$ cat src/nps_pkg.sv
`default_nettype none

package nps_pkg;

    // Cloud storage geometry
    localparam int CLOUD_DEPTH = 1024;
    localparam int ADDR_W      = $clog2(CLOUD_DEPTH);

    // Field widths
    localparam int COORD_W = 16;
    localparam int INDEX_W = 10;
    localparam int SIZE_W  = 11;
    localparam int DSQ_W   = 34;
    localparam int ROOT_W  = 17;

    // Operation codes
    localparam logic OP_WRITE = 1'b0;
    localparam logic OP_QUERY = 1'b1;

    typedef struct packed {
        logic signed [COORD_W-1:0] x;
        logic signed [COORD_W-1:0] y;
        logic signed [COORD_W-1:0] z;
    } nps_point_t;

    typedef struct packed {
        logic                      op;
        logic        [INDEX_W-1:0] index;
        logic signed [COORD_W-1:0] coord_x;
        logic signed [COORD_W-1:0] coord_y;
        logic signed [COORD_W-1:0] coord_z;
    } nps_req_t;

    typedef struct packed {
        logic signed [COORD_W-1:0] near_x;
        logic signed [COORD_W-1:0] near_y;
        logic signed [COORD_W-1:0] near_z;
        logic        [INDEX_W-1:0] near_index;
        logic        [DSQ_W-1:0]   distance_squared;
        logic        [ROOT_W-1:0]  distance;
    } nps_rsp_t;

    // Tag that travels with each cloud entry through the distance pipeline
    typedef struct packed {
        logic              valid;
        logic              last;
        logic [ADDR_W-1:0] idx;
        nps_point_t        pt;
    } nps_tag_t;

endpackage

`default_nettype wire

$ cat src/nps_dist.sv
`default_nettype none

module nps_dist
    import nps_pkg::*;
(
    input  wire logic       clk,
    input  wire logic       rst_n,
    input  wire nps_point_t query,
    input  wire nps_tag_t   tag_in,
    output nps_tag_t        tag_out,
    output logic [DSQ_W-1:0] dist_sq
);

    logic signed [COORD_W:0] dx, dy, dz;
    logic        [COORD_W:0] ax, ay, az;

    logic [COORD_W-1:0]   mag_x_reg, mag_y_reg, mag_z_reg;
    logic [2*COORD_W-1:0] sq_x_reg, sq_y_reg, sq_z_reg;
    logic [DSQ_W-1:0]     sum_reg;
    nps_tag_t             tag_a_reg, tag_b_reg, tag_c_reg;

    // Take differences and magnitudes
    always_comb
    begin
        dx = {query.x[COORD_W-1], query.x} - {tag_in.pt.x[COORD_W-1], tag_in.pt.x};
        dy = {query.y[COORD_W-1], query.y} - {tag_in.pt.y[COORD_W-1], tag_in.pt.y};
        dz = {query.z[COORD_W-1], query.z} - {tag_in.pt.z[COORD_W-1], tag_in.pt.z};
        ax = dx[COORD_W] ? -dx : dx;
        ay = dy[COORD_W] ? -dy : dy;
        az = dz[COORD_W] ? -dz : dz;
    end

    // Advance tags through the three stages
    always_ff @(posedge clk or negedge rst_n)
    begin
        if (!rst_n)
        begin
            tag_a_reg <= '0;
            tag_b_reg <= '0;
            tag_c_reg <= '0;
        end
        else
        begin
            tag_a_reg <= tag_in;
            tag_b_reg <= tag_a_reg;
            tag_c_reg <= tag_b_reg;
        end
    end

    // Magnitudes, squares, then the sum
    always_ff @(posedge clk)
    begin
        mag_x_reg <= ax[COORD_W-1:0];
        mag_y_reg <= ay[COORD_W-1:0];
        mag_z_reg <= az[COORD_W-1:0];
        sq_x_reg  <= mag_x_reg * mag_x_reg;
        sq_y_reg  <= mag_y_reg * mag_y_reg;
        sq_z_reg  <= mag_z_reg * mag_z_reg;
        sum_reg   <= {2'b00, sq_x_reg} + {2'b00, sq_y_reg} + {2'b00, sq_z_reg};
    end

    assign tag_out = tag_c_reg;
    assign dist_sq = sum_reg;

endmodule

`default_nettype wire

$ cat config.mk
export PLATFORM = sky130hd
export DESIGN_NAME = nps_dist
export DESIGN_NICKNAME = d
export VERILOG_FILES = /design/src/nps_pkg.sv /design/src/nps_dist.sv
export SDC_FILE = /design/constraint.sdc
export NUM_CORES = 2
export LEC_CHECK = 0
export ABC_CLOCK_PERIOD_IN_PS = 6900
export BUFFER_PORTS_ARGS = -buffer_cell sky130_fd_sc_hd__buf_2
export CAP_MARGIN = 20
export CORE_ASPECT_RATIO = 0.6
export CORE_MARGIN = 2
export CORE_UTILIZATION = 45
export CTS_BUF_LIST = sky130_fd_sc_hd__clkbuf_8
export DETAILED_ROUTE_END_ITERATION = 7
export GPL_ROUTABILITY_DRIVEN = 0
export SYNTH_ARGS = -nofsm -noshare
export SYNTH_HDL_FRONTEND = slang
export SYNTH_SLANG_ARGS = --single-unit
$ cat constraint.sdc
create_clock -name clk -period 6.9 [get_ports clk]
set_input_delay 0.345 -clock clk [delete_from_list [all_inputs] [get_ports clk]]
set_output_delay 0.345 -clock clk [all_outputs]
set_load 0.01 [all_outputs]
==> key figures <==
Run status
  – Outcome: completed

Route
  – Wirelength, routed: about 81000 µm
  – Drt first pass iters: 6
  – # DRC: 0
  – WL per Instance: 16.1 µm
  – Post-detailed-route via-to-cell ratio: 4.90
  – Post-DRT Antenna Nets: 0
  – Initial DRC count: around 1700
  – Vias after detailed routing: roughly 25000

Setup path
  – Worst Path Arrival: between 7 and 8 ns
  – Setup CP Type: reg2reg
  – Startpoint Class: register
  – Worst-path fanout max: 12
  – Endpoint class of the critical path: register
  – Worst Path Required: about 7.5 ns
  – R2R setup slack: 0.40 ns

Min path
  – Hold Path Class: in2reg

Global route
  – First-pass GRT wire length: about 130000 µm
  – Largest net degree at the start of global routing: roughly 100
  – Number of global-route vias before repair: 25200
  – Tot GR Track Use: 20.6%
  – Total gr overflow: 0
  – Initial antenna violation count: 1

STA
  – Setup TNS: 0 ns
  – Final setup viols: 0
  – Min Hold Slack: about 0.086 ns
  – Worst Skew: around 0.057 ns
  – Fin crit share: around 94%
  – Final worst slack: ~0.40 ns
  – Max Fclk: between 150 and 200 MHz
  – Min Tclk post-route: 6.50 ns
  – Max-slew headroom at the worst pin: 44.9%
  – Endpoints failing hold: 0
  – RSZ-0062 raised after global routing: no
  – Pin slew with the least headroom to its limit: roughly 0.83 ns
  – Max Slew Vio Count: 0

Synthesis
  – Mapped Avg Cell Area: between 9 and 10 µm²
  – Synthesized cell area: 0.0354 mm²
  – Register bit total from synthesis: 355
  – Cells after Synth: between 3000 and 4000
  – Post-synth EDFFs: 0
  – Ys flop type: dfrtp_1
  – Count leader, synth: inv_1
  – Asr flop ratio synth: 50.7%
  – Area leader, netlist: fa_1
  – Sequential area share after synthesis: between 20% and 30%
  – Synth cell types: between 80 and 90
  – Yosys top cell area share: between 20% and 30%
  – Area contributors post-synth: fa_1 (29%), ha_1 (14%), dfrtp_1 (13%)
  – Post-synth top cells: inv_1 (839), fa_1 (521), ha_1 (383)
  – Synth warn: 0

Floorplan
  – Starting Density: 45.6%
  – Die W: 366 µm
  – IO Count: a little over 200
  – Die H: 221 µm
  – Core region area: 0.0777 mm²
  – Die ar.: roughly 0.08 mm²
  – Standard-cell rows: slightly below 80

Placement
  – # port buffers: 203
  – Post-DP HPWL: between 60000 and 70000 µm
  – Post-place setup slack: 0.215 ns
  – Post-Place Cells: between 4000 and 5000

Clock network
  – Num CTS Buffers: 56
  – Clock tree buffer depth: 3
  – TritonCTS Sinks: between 300 and 400
  – Post-CTS setup buffer count: 0
  – CTS tree: built
  – Max H-tree Level: 2
  – Clock-pin slew on the worst setup and hold paths: approximately 0.060 ns
  – Worst-Skew Late Latency: a little over 0.7 ns
  – CTS Root Cell: clkbuf_8

Finish
  – Layout cell share with drive strength beyond 1: 9.92%
  – Fin cells: approximately 5000
  – Flip-flop and latch area: 0.00801 mm²
  – Layout area overhead: 12.3%
  – Number of fill cells: just over 7000
  – Final #Nets: between 4000 and 5000
  – N_diodes: 0
  – Multi-input logic area: between 0.02 and 0.025 mm²

Flow run
  – Max-cap viol count: 0
## critical path, stage by stage, from the launching register on
cell      delay (ns)
dfxtp_1         0.69
buf_4           0.26
nand2_1         0.12
fa_1            0.57
inv_1           0.05
fa_1            0.53
fa_1            0.45
fa_1            0.51
fa_1            0.49
inv_1           0.05
fa_1            0.47
inv_1           0.04
ha_1            0.35
a21oi_1         0.16
buf_4           0.16
nor2b_1         0.12
o21ai_0         0.09
a21oi_1         0.20
a21oi_1         0.16
o211ai_1        0.23
a21oi_1         0.19
a221oi_1        0.37
xnor2_1         0.15
## kinds of logic (layout without fill, tap and decap cells)
group,Yosys count,count (layout),synth area share [%]
buffers and inverters,914,1255,9.71
adders and majority gates,904,904,43.0
and+or+nand+nor,780,780,10.5
AOI/OAI and AO/OA,461,461,8.86
DFF,355,355,22.6
xor gates and xnor gates,204,204,5.06
muxes,9,9,0.275
other,1,3,0.0106
## layer usage
layer	vias up	track usage [%]	part of all wire [%]	routed length (µm)
li1	11900	-	-	-
met1	12000	33.2	53	42600
met2	608	28.1	39	31600
met3	73	4.69	7.0	5630
met4	0	3.32	1.2	999
met5	-	0	0	0
## through the flow
stage                     instance area (µm²)  utilization [%]
after global routing                    39800             51.2
after global placement                  37800             48.7
final                                   39800             51.2
after floorplan                         35400                -
after CTS                               39800             51.2
after detailed placement                37800             48.7
## worst paths after layout
path	start	end	depth (start not counted)
max reg2reg	mag_x_reg[6]	sq_x_reg[30]	22
max in group asynchronous	rst_n	tag_a_reg[46]	4
min reg2reg	tag_a_reg[41]	tag_b_reg[41]	0
min in group asynchronous	rst_n	tag_a_reg[54]	2
min	query[46]	mag_x_reg[15]	3
max	mag_x_reg[6]	sq_x_reg[30]	22
## timing repair
item | CTS | global route
hold buffers | 62 | 0
resized for setup | 0 | 2
setup endpoints to repair | 0 | 3
endpoints found under the hold margin | 163 | 0
## final cells by class
type,instances,area share (%)
Tap cell,1053,3.31
Timing Repair Buffer,313,5.09
Clock inverter,39,1.03
Inverter,839,7.92
Clock buffer,64,2.21
Multi-Input combinational cell,2361,60.3
Sequential cell,355,20.1
## placed cells by master (no fill, tap or decap), types with 17 or more instances in the layout
master	Yosys	routed
buf_4	0	47
a21o_1	51	51
and3_1	20	20
dfxtp_1	175	173
clkbuf_8	0	65
nand2b_1	21	21
o21ai_0	64	64
fa_1	521	521
nand2_1	295	295
a21oi_1	134	134
xnor2_1	142	142
nor2b_1	28	28
xor2_1	61	61
dlygate4sd3_1	1	62
a31oi_1	17	17
nor3_1	35	35
nor2_1	165	165
inv_1	839	853
buf_2	3	202
ha_1	383	383
o21a_1	25	25
nand3_1	28	28
o21bai_1	21	21
dfrtp_1	180	180
and2_1	127	127
Power is not shown: default switching activity piles up to over one toggle a cycle in this logic, so the estimate is an artifact.
