===== src/nps_pkg.sv =====
`default_nettype none

package nps_pkg;

    // Cloud storage geometry
    localparam int CLOUD_DEPTH = 1024;
    localparam int ADDR_W      = $clog2(CLOUD_DEPTH);

    // Field widths
    localparam int COORD_W = 16;
    localparam int INDEX_W = 10;
    localparam int SIZE_W  = 11;
    localparam int DSQ_W   = 34;
    localparam int ROOT_W  = 17;

    // Operation codes
    localparam logic OP_WRITE = 1'b0;
    localparam logic OP_QUERY = 1'b1;

    typedef struct packed {
        logic signed [COORD_W-1:0] x;
        logic signed [COORD_W-1:0] y;
        logic signed [COORD_W-1:0] z;
    } nps_point_t;

    typedef struct packed {
        logic                      op;
        logic        [INDEX_W-1:0] index;
        logic signed [COORD_W-1:0] coord_x;
        logic signed [COORD_W-1:0] coord_y;
        logic signed [COORD_W-1:0] coord_z;
    } nps_req_t;

    typedef struct packed {
        logic signed [COORD_W-1:0] near_x;
        logic signed [COORD_W-1:0] near_y;
        logic signed [COORD_W-1:0] near_z;
        logic        [INDEX_W-1:0] near_index;
        logic        [DSQ_W-1:0]   distance_squared;
        logic        [ROOT_W-1:0]  distance;
    } nps_rsp_t;

    // Tag that travels with each cloud entry through the distance pipeline
    typedef struct packed {
        logic              valid;
        logic              last;
        logic [ADDR_W-1:0] idx;
        nps_point_t        pt;
    } nps_tag_t;

endpackage

`default_nettype wire


===== src/nps_isqrt.sv =====
`default_nettype none

module nps_isqrt
    import nps_pkg::*;
(
    input  wire logic              clk,
    input  wire logic              rst_n,
    input  wire logic              start,
    input  wire logic [DSQ_W-1:0]  value,
    output logic                   done,
    output logic      [ROOT_W-1:0] root
);

    localparam int REM_W = ROOT_W + 3;
    localparam int CNT_W = $clog2(ROOT_W);

    logic [DSQ_W-1:0]  val_reg, val_next;
    logic [REM_W-1:0]  rem_reg, rem_next;
    logic [ROOT_W-1:0] root_reg, root_next;
    logic [CNT_W-1:0]  cnt_reg, cnt_next;
    logic              busy_reg, busy_next;
    logic              done_reg, done_next;

    logic [REM_W-1:0]  rem_shift;
    logic [REM_W-1:0]  trial;

    // One result bit per cycle, two radicand bits brought down each step
    always_comb
    begin
        rem_shift = {rem_reg[REM_W-3:0], val_reg[DSQ_W-1 -: 2]};
        trial     = {1'b0, root_reg, 2'b01};
        val_next  = val_reg;
        rem_next  = rem_reg;
        root_next = root_reg;
        cnt_next  = cnt_reg;
        busy_next = busy_reg;
        done_next = 1'b0;
        if (start)
        begin
            val_next  = value;
            rem_next  = '0;
            root_next = '0;
            cnt_next  = CNT_W'(ROOT_W - 1);
            busy_next = 1'b1;
        end
        else if (busy_reg)
        begin
            val_next = {val_reg[DSQ_W-3:0], 2'b00};
            if (rem_shift >= trial)
            begin
                rem_next  = rem_shift - trial;
                root_next = {root_reg[ROOT_W-2:0], 1'b1};
            end
            else
            begin
                rem_next  = rem_shift;
                root_next = {root_reg[ROOT_W-2:0], 1'b0};
            end
            if (cnt_reg == '0)
            begin
                busy_next = 1'b0;
                done_next = 1'b1;
            end
            else
            begin
                cnt_next = cnt_reg - 1'b1;
            end
        end
    end

    always_ff @(posedge clk or negedge rst_n)
    begin
        if (!rst_n)
        begin
            cnt_reg  <= '0;
            busy_reg <= 1'b0;
            done_reg <= 1'b0;
        end
        else
        begin
            cnt_reg  <= cnt_next;
            busy_reg <= busy_next;
            done_reg <= done_next;
        end
    end

    always_ff @(posedge clk)
    begin
        val_reg  <= val_next;
        rem_reg  <= rem_next;
        root_reg <= root_next;
    end

    assign done = done_reg;
    assign root = root_reg;

endmodule

`default_nettype wire


===== config.mk =====
export PLATFORM = sky130hd
export DESIGN_NAME = nps_isqrt
export DESIGN_NICKNAME = d
export VERILOG_FILES = /design/src/nps_pkg.sv /design/src/nps_isqrt.sv
export SDC_FILE = /design/constraint.sdc
export NUM_CORES = 1
export LEC_CHECK = 0
export BUFFER_PORTS_ARGS = -buffer_cell sky130_fd_sc_hd__clkbuf_2
export CORE_ASPECT_RATIO = 1.2
export CORE_MARGIN = 5
export CORE_UTILIZATION = 35
export CTS_CLUSTER_DIAMETER = 200
export DETAILED_ROUTE_END_ITERATION = 7
export GPL_ROUTABILITY_DRIVEN = 1
export HOLD_SLACK_MARGIN = 0.05
export PLACE_DENSITY_LB_ADDON = 0.05
export SETUP_SLACK_MARGIN = 0.4
export SLEW_MARGIN = 10
export SYNTH_ARGS = -nofsm -noshare
export SYNTH_HDL_FRONTEND = slang
export SYNTH_SLANG_ARGS = --single-unit

===== constraint.sdc =====
create_clock -name clk -period 2.8 [get_ports clk]
set_clock_uncertainty 0.05 [all_clocks]
set_input_delay 0.14 -clock clk [delete_from_list [all_inputs] [get_ports clk]]
set_output_delay 0.14 -clock clk [all_outputs]
set_load 0.02 [all_outputs]

==> qor.csv, run 1 <==
metric;value;unit
most used flip-flop cell after synthesis;dfxtp_1;
critical path class;flop to flop;
worst slew pin tran;506;ps
reg2reg end;rem_reg[2]$_SDFFE_PP0P_;
FP Rows;43;
HPWL Detailed;6.90;mm
Reg clk slew, reported paths;60;ps
synth unique cells;66;
layout cells sized above 1;39.1;%
post-route setup slack;420;ps
Final TNS setup;0;ps
fin nets;564;
Post-Place Worst Slack;52.7;ps
drt drc;0;
ANT nets after route;0;
Area after DPL;4640;um2
drt wl/cell;15.6;um
CP Data Arrival Time;2580;ps
Area growth syn-to-layout;37.5;%
starting density of the core;35.9;%
Synth Warn #;0;
vias in the first global route;3443;
Mean Syn Cell Area;10.3;um2
Synth top area share;24.5;%
Post-synth EDFFs;34;
Async SR Flop Fraction;9.21;%
Crit. End Element;flop;
leakage power;2.43;nW
largest net degree at the start of global routing;50;
drt pass-1 iters;4;
HP Class;input pin to flop;
Worst Reg-to-Reg Cells;10;
Die Ht;130;um
Final min period;2380;ps
Pins Over Slew Limit;0;
synthesized net count;461;
worst-path fanout max;6;
Final Total Pwr;6.52;mW
CTS Buffer Depth;2;
RSZ-0062 raised after global routing;yes;
Reg2Reg Launch Point;rem_reg[4]$_SDFFE_PP0P_;
reg2reg setup slack;420;ps
Iteration-0 DRC Markers;148;
# diodes;0;
placed cells;605;
die area;14200;um2
Tcrit/Tclk final;85.0;%
first-pass GRT wire length;16.9;mm
Finish-stage setup viols;0;
CP endpoint;rem_reg[2]$_SDFFE_PP0P_;
FMAX;420;MHz
total grt overflow;0;
post-layout util;49.3;%
die width;110;um
most frequent cell after synthesis;nor2_1;
peak supply drop;0.000473;V
area leader, netlist;edfxtp_1;
max_slew headroom;66.2;%
number of I/O pins;55;
cells after synthesis;403;
GRT Overall Usage;15.3;%
Port Buf Inserts;54;
Critical Path RT;3000;ps
filler instances;1149;
core area;11600;um2
Clk Latency, worst-skew pair;340;ps
gpl congestion;0.826;
final hold slack;63.7;ps
vias;3365;
CP Launch Type;flop;
area occupied by multi-input gates;2360;um2
status;finished, final reports clean;
Synth Cell Area;4170;um2
register area share after synthesis;45.5;%
CTS tree;built;
crit path launch;rem_reg[4]$_SDFFE_PP0P_;
total CTS buffers;9;
initial antenna violation count;0;
Post-Layout Inst Area;5730;um2
Reg area;1920;um2
Vias/cell;5.04;
Root Driver;clkbuf_16;
Commonest cells post-synth;nor2_1 (49), dfxtp_1 (35), edfxtp_1 (34);
power density cells;1140;nW/um2
total clock sinks;76;
max FFs per register;34;
maxcap violations;0;
final wirelength;10.4;mm
post-synthesis register bit count;76;
final cell count without fillers;668;
ranking of synthesized cells by area;edfxtp_1 (24%), dfxtp_1 (17%), mux2_2 (8.6%);
H-tree depth;3;
Final Hold Vio Count;0;
## worst min-delay path by stage
stage	start	to	slack, ps	cells after the start
2_1_floorplan	rst_n	busy_reg$_DFF_PN0_	-210	0
3_3_place_gp	rst_n	cnt_reg[3]$_DFFE_PN0P_	-60	1
3_5_place_dp	rst_n	cnt_reg[1]$_DFFE_PN0P_	-60	1
4_1_cts	value[5]	val_reg[5]$_DFFE_PP_	50	2
5_1_grt	value[5]	val_reg[5]$_DFFE_PP_	60	2
6_report	value[29]	val_reg[29]$_DFFE_PP_	60	2
## metal layers
layer,track usage (%),wire length (um),vias up
met5,0,0,-
met4,6.97,218,0
met3,2.74,391,16
met2,26.2,5390,70
met1,18.5,4410,1600
li1,-,-,1679
## cell usage in the layout, fill, tap and decap left out, types with 5 or more instances in the layout
cell type,Yosys,layout
buf_4,0,25
nand2_1,28,22
clkbuf_16,0,9
dfxtp_2,0,12
dlygate4sd3_1,0,25
mux2i_1,18,18
inv_2,0,5
nor2_1,49,47
ha_1,21,8
mux2_2,32,32
o21ai_0,12,10
a21oi_1,14,14
nand3_1,11,11
a311oi_2,4,8
xnor2_1,9,9
clkbuf_2,0,54
dfrtp_1,7,6
dfxtp_1,35,20
nand4_1,5,5
ha_4,0,11
inv_1,29,24
edfxtp_1,34,34
## what timing repair did
action / in CTS / in global routing
buffers inserted: 9 / 13
resized for setup: 20 / 48
pin swaps: 10 / 26
hold buffers: 25 / 0
endpoints found under the hold margin: 31 / 0
setup endpoints to repair: 17 / 19
## cell families after synthesis
logic type | count (synthesis) | share of synthesized area, %
mux | 50 | 13.0
compound gates | 82 | 15.8
fa+ha+maj | 21 | 6.30
flops | 76 | 45.5
buf+inv | 46 | 4.35
xor+xnor | 12 | 2.52
simple gates | 116 | 12.5
## critical path: stages, from the launching register on
cell,delay [ps]
dfxtp_1,430
ha_4,260
nand4_1,160
buf_4,150
nor2_4,30
a311o_1,410
o21ai_4,260
buf_12,150
buf_12,110
nand2_4,40
a311oi_2,250
## where the power goes
part,total [mW],switching (mW),internal (mW)
clock network,1.35,0.477,0.875
logic,3.51,1.76,1.75
registers,1.65,0.207,1.45
## layout make-up
| type | instances | share of cell area [%] |
|---|---|---|
| multi-input combinational | 281 | 41.2 |
| sequential | 76 | 33.6 |
| timing repair buffer | 109 | 13.9 |
| clock buffer | 10 | 3.99 |
| tap | 157 | 3.43 |
| clock inverter | 6 | 1.96 |
| inverter | 29 | 1.90 |
No activity file was read; power rests on OpenSTA's default activity.
==> run 2, diff against run 1 <==
--- a/config.mk
+++ b/config.mk
@@ -5,6 +5,7 @@
 export SDC_FILE = /design/constraint.sdc
 export NUM_CORES = 1
 export LEC_CHECK = 0
+export ABC_AREA = 1
 export BUFFER_PORTS_ARGS = -buffer_cell sky130_fd_sc_hd__clkbuf_2
 export CORE_ASPECT_RATIO = 1.2
 export CORE_MARGIN = 5
==> constraint.sdc (replaced) <==
create_clock -name clk -period 2.2 [get_ports clk]
set_clock_uncertainty 0.05 [all_clocks]
set_input_delay 0.11 -clock clk [delete_from_list [all_inputs] [get_ports clk]]
set_output_delay 0.11 -clock clk [all_outputs]
set_load 0.02 [all_outputs]
==> qor.csv, run 2 <==
metric;value;unit
drt wl/cell;14.1;um
max_slew headroom;64.8;%
starting density of the core;35.4;%
Post-Place Worst Slack;132;ps
Synth Warn #;0;
Tcrit/Tclk final;87.0;%
Iteration-0 DRC Markers;159;
Critical Path RT;2420;ps
slowest library cell on the worst path;dfxtp_4;
die area;14500;um2
FP Rows;44;
final hold slack;104;ps
post-layout util;51.0;%
synthesized net count;629;
GRT Overall Usage;17.1;%
most frequent cells in the layout;nand2_1 (218), clkbuf_2 (54), inv_1 (44);
most frequent cell after synthesis;nand2_1;
first-pass GRT wire length;19.5;mm
Clk Latency, worst-skew pair;330;ps
Post-synth EDFFs;34;
peak supply drop;0.000587;V
Commonest cells post-synth;nand2_1 (238), inv_1 (67), nand3_1 (36);
Final min period;1910;ps
drt pass-1 iters;4;
placed cells;780;
Worst path most repeated cell;nand2_8;
CTS Buffer Depth;2;
CP cell instances;inv_4 -> ha_4 -> nand2_4 -> nor2_4 -> inv_2 -> nor3_4 -> nand2_8 -> nand2_8 -> nand3_4 -> inv_6 -> nand2_1 -> nand3_1;
most used flip-flop cell after synthesis;dfxtp_1;
Synth Cell Area;4270;um2
power density cells;1360;nW/um2
worst-path fanout max;6;
Crit. End Element;flop;
number of I/O pins;55;
most common cell after layout, fill and taps aside;nand2_1;
Root Driver;clkbuf_16;
Worst path top cell family by delay;simple AND/OR/NAND/NOR gates;
Worst path max stage delay;360;ps
max FFs per register;34;
Final TNS setup;0;ps
synth unique cells;37;
HP Class;input pin to asynchronous set/reset pin;
layout cells sized above 1;34.1;%
Mean Syn Cell Area;7.47;um2
CP Data Arrival Time;2140;ps
Critical path buffers and inverters;3;
maxcap violations;0;
leakage power;2.96;nW
H-tree depth;3;
Vias/cell;4.66;
Post-Layout Inst Area;6140;um2
largest net degree at the start of global routing;45;
Final Total Pwr;8.38;mW
HPWL Detailed;8.21;mm
CP Launch Type;flop;
Pins Over Slew Limit;0;
# diodes;0;
cells after synthesis;571;
register area share after synthesis;44.4;%
FMAX;523;MHz
worst slew pin tran;527;ps
Die Ht;131;um
fin nets;754;
final wirelength;12.1;mm
critical path class;flop to flop;
vias in the first global route;4054;
ranking of synthesized cells by area;edfxtp_1 (24%), nand2_1 (21%), dfxtp_1 (16%);
CTS tree;built;
core area;12100;um2
Synth top area share;23.9;%
Async SR Flop Fraction;9.21;%
Reg clk slew, reported paths;60;ps
initial antenna violation count;0;
total CTS buffers;9;
Final Hold Vio Count;0;
vias;4021;
total clock sinks;76;
post-route setup slack;286;ps
final cell count without fillers;862;
Finish-stage setup viols;0;
total grt overflow;0;
drt drc;0;
gpl congestion;0.904;
status;finished, final reports clean;
Port Buf Inserts;54;
ANT nets after route;0;
Area growth syn-to-layout;44.0;%
post-synthesis register bit count;76;
die width;111;um
area leader, netlist;edfxtp_1;
Area after DPL;5030;um2
RSZ-0062 raised after global routing;yes;
[run 2: cell types whose count changed after synthesis, sizes merged, moves of 9 or more]
cell and delta:
nand2 +215, mux2i -18, a311oi -9, o22ai +14
nand3 +30, nor2 -17, mux2 -32, inv +46
[run 2: worst register-to-register path: cells and delay by family (launching register included)]
family                   cells  cell delay [ps]
adder cells (fa/ha/maj)      1              290
AND/OR/NAND/NOR              8              910
flip-flops                   1              360
buffers and inverters        3              230
[run 2: power by group]
part | switching, mW | internal (mW) | total [mW]
combinational | 2.77 | 2.02 | 4.78
clock | 0.609 | 0.879 | 1.49
sequential | 0.253 | 1.85 | 2.11
[run 2: what timing repair did]
action                                  4_1_cts  5_1_grt
gates cloned                                  3        0
endpoints found under the hold margin        41        0
endpoints found under the setup margin       19       19
pin swaps                                    20       30
buffers inserted                             21        7
resized for setup                            26       42
hold buffers                                 35        0
[run 2: cell type report]
class	count	area [um2]
Fill cell	1141	5910
Multi-Input combinational cell	410	2470
Sequential cell	76	1970
Timing Repair Buffer	124	912
Inverter	75	299
Clock buffer	10	229
Tap cell	161	201
Clock inverter	6	63.8
[run 2: per-layer routing]
layer	track usage [%]	wire (um)
met1	20.0	5250
met2	30.7	6010
met3	3.09	472
met4	7.54	395
met5	0	0
[run 2: cell families (layout without fill, tap and decap cells)]
kind of cell             count (synthesis)  after routing  share of synthesized area [%]
adder cells (fa/ha/maj)                 21             21                           6.16
AO/OA/AOI/OAI                           49             49                           6.54
XOR/XNOR                                 7              7                           1.44
buffers and inverters                   88            215                           8.24
AND/OR/NAND/NOR                        330            333                           33.2
flip-flops                              76             76                           44.4
[run 2: worst paths after layout]
check	startpoint	end	slack (ps)	cells past startpoint
setup / recovery	root[13]$_SDFFE_PP0P_	rem_reg[3]$_SDFFE_PP0P_	290	12
hold / removal	rst_n	cnt_reg[2]$_DFFE_PN0P_	100	2
setup reg to reg	root[13]$_SDFFE_PP0P_	rem_reg[3]$_SDFFE_PP0P_	290	12
hold reg to reg	rem_reg[17]$_SDFFE_PP0P_	rem_reg[17]$_SDFFE_PP0P_	420	2
max in group asynchronous	rst_n	cnt_reg[1]$_DFFE_PN0P_	1830	2
min in group clk	start	done$_DFF_PN0_	110	4
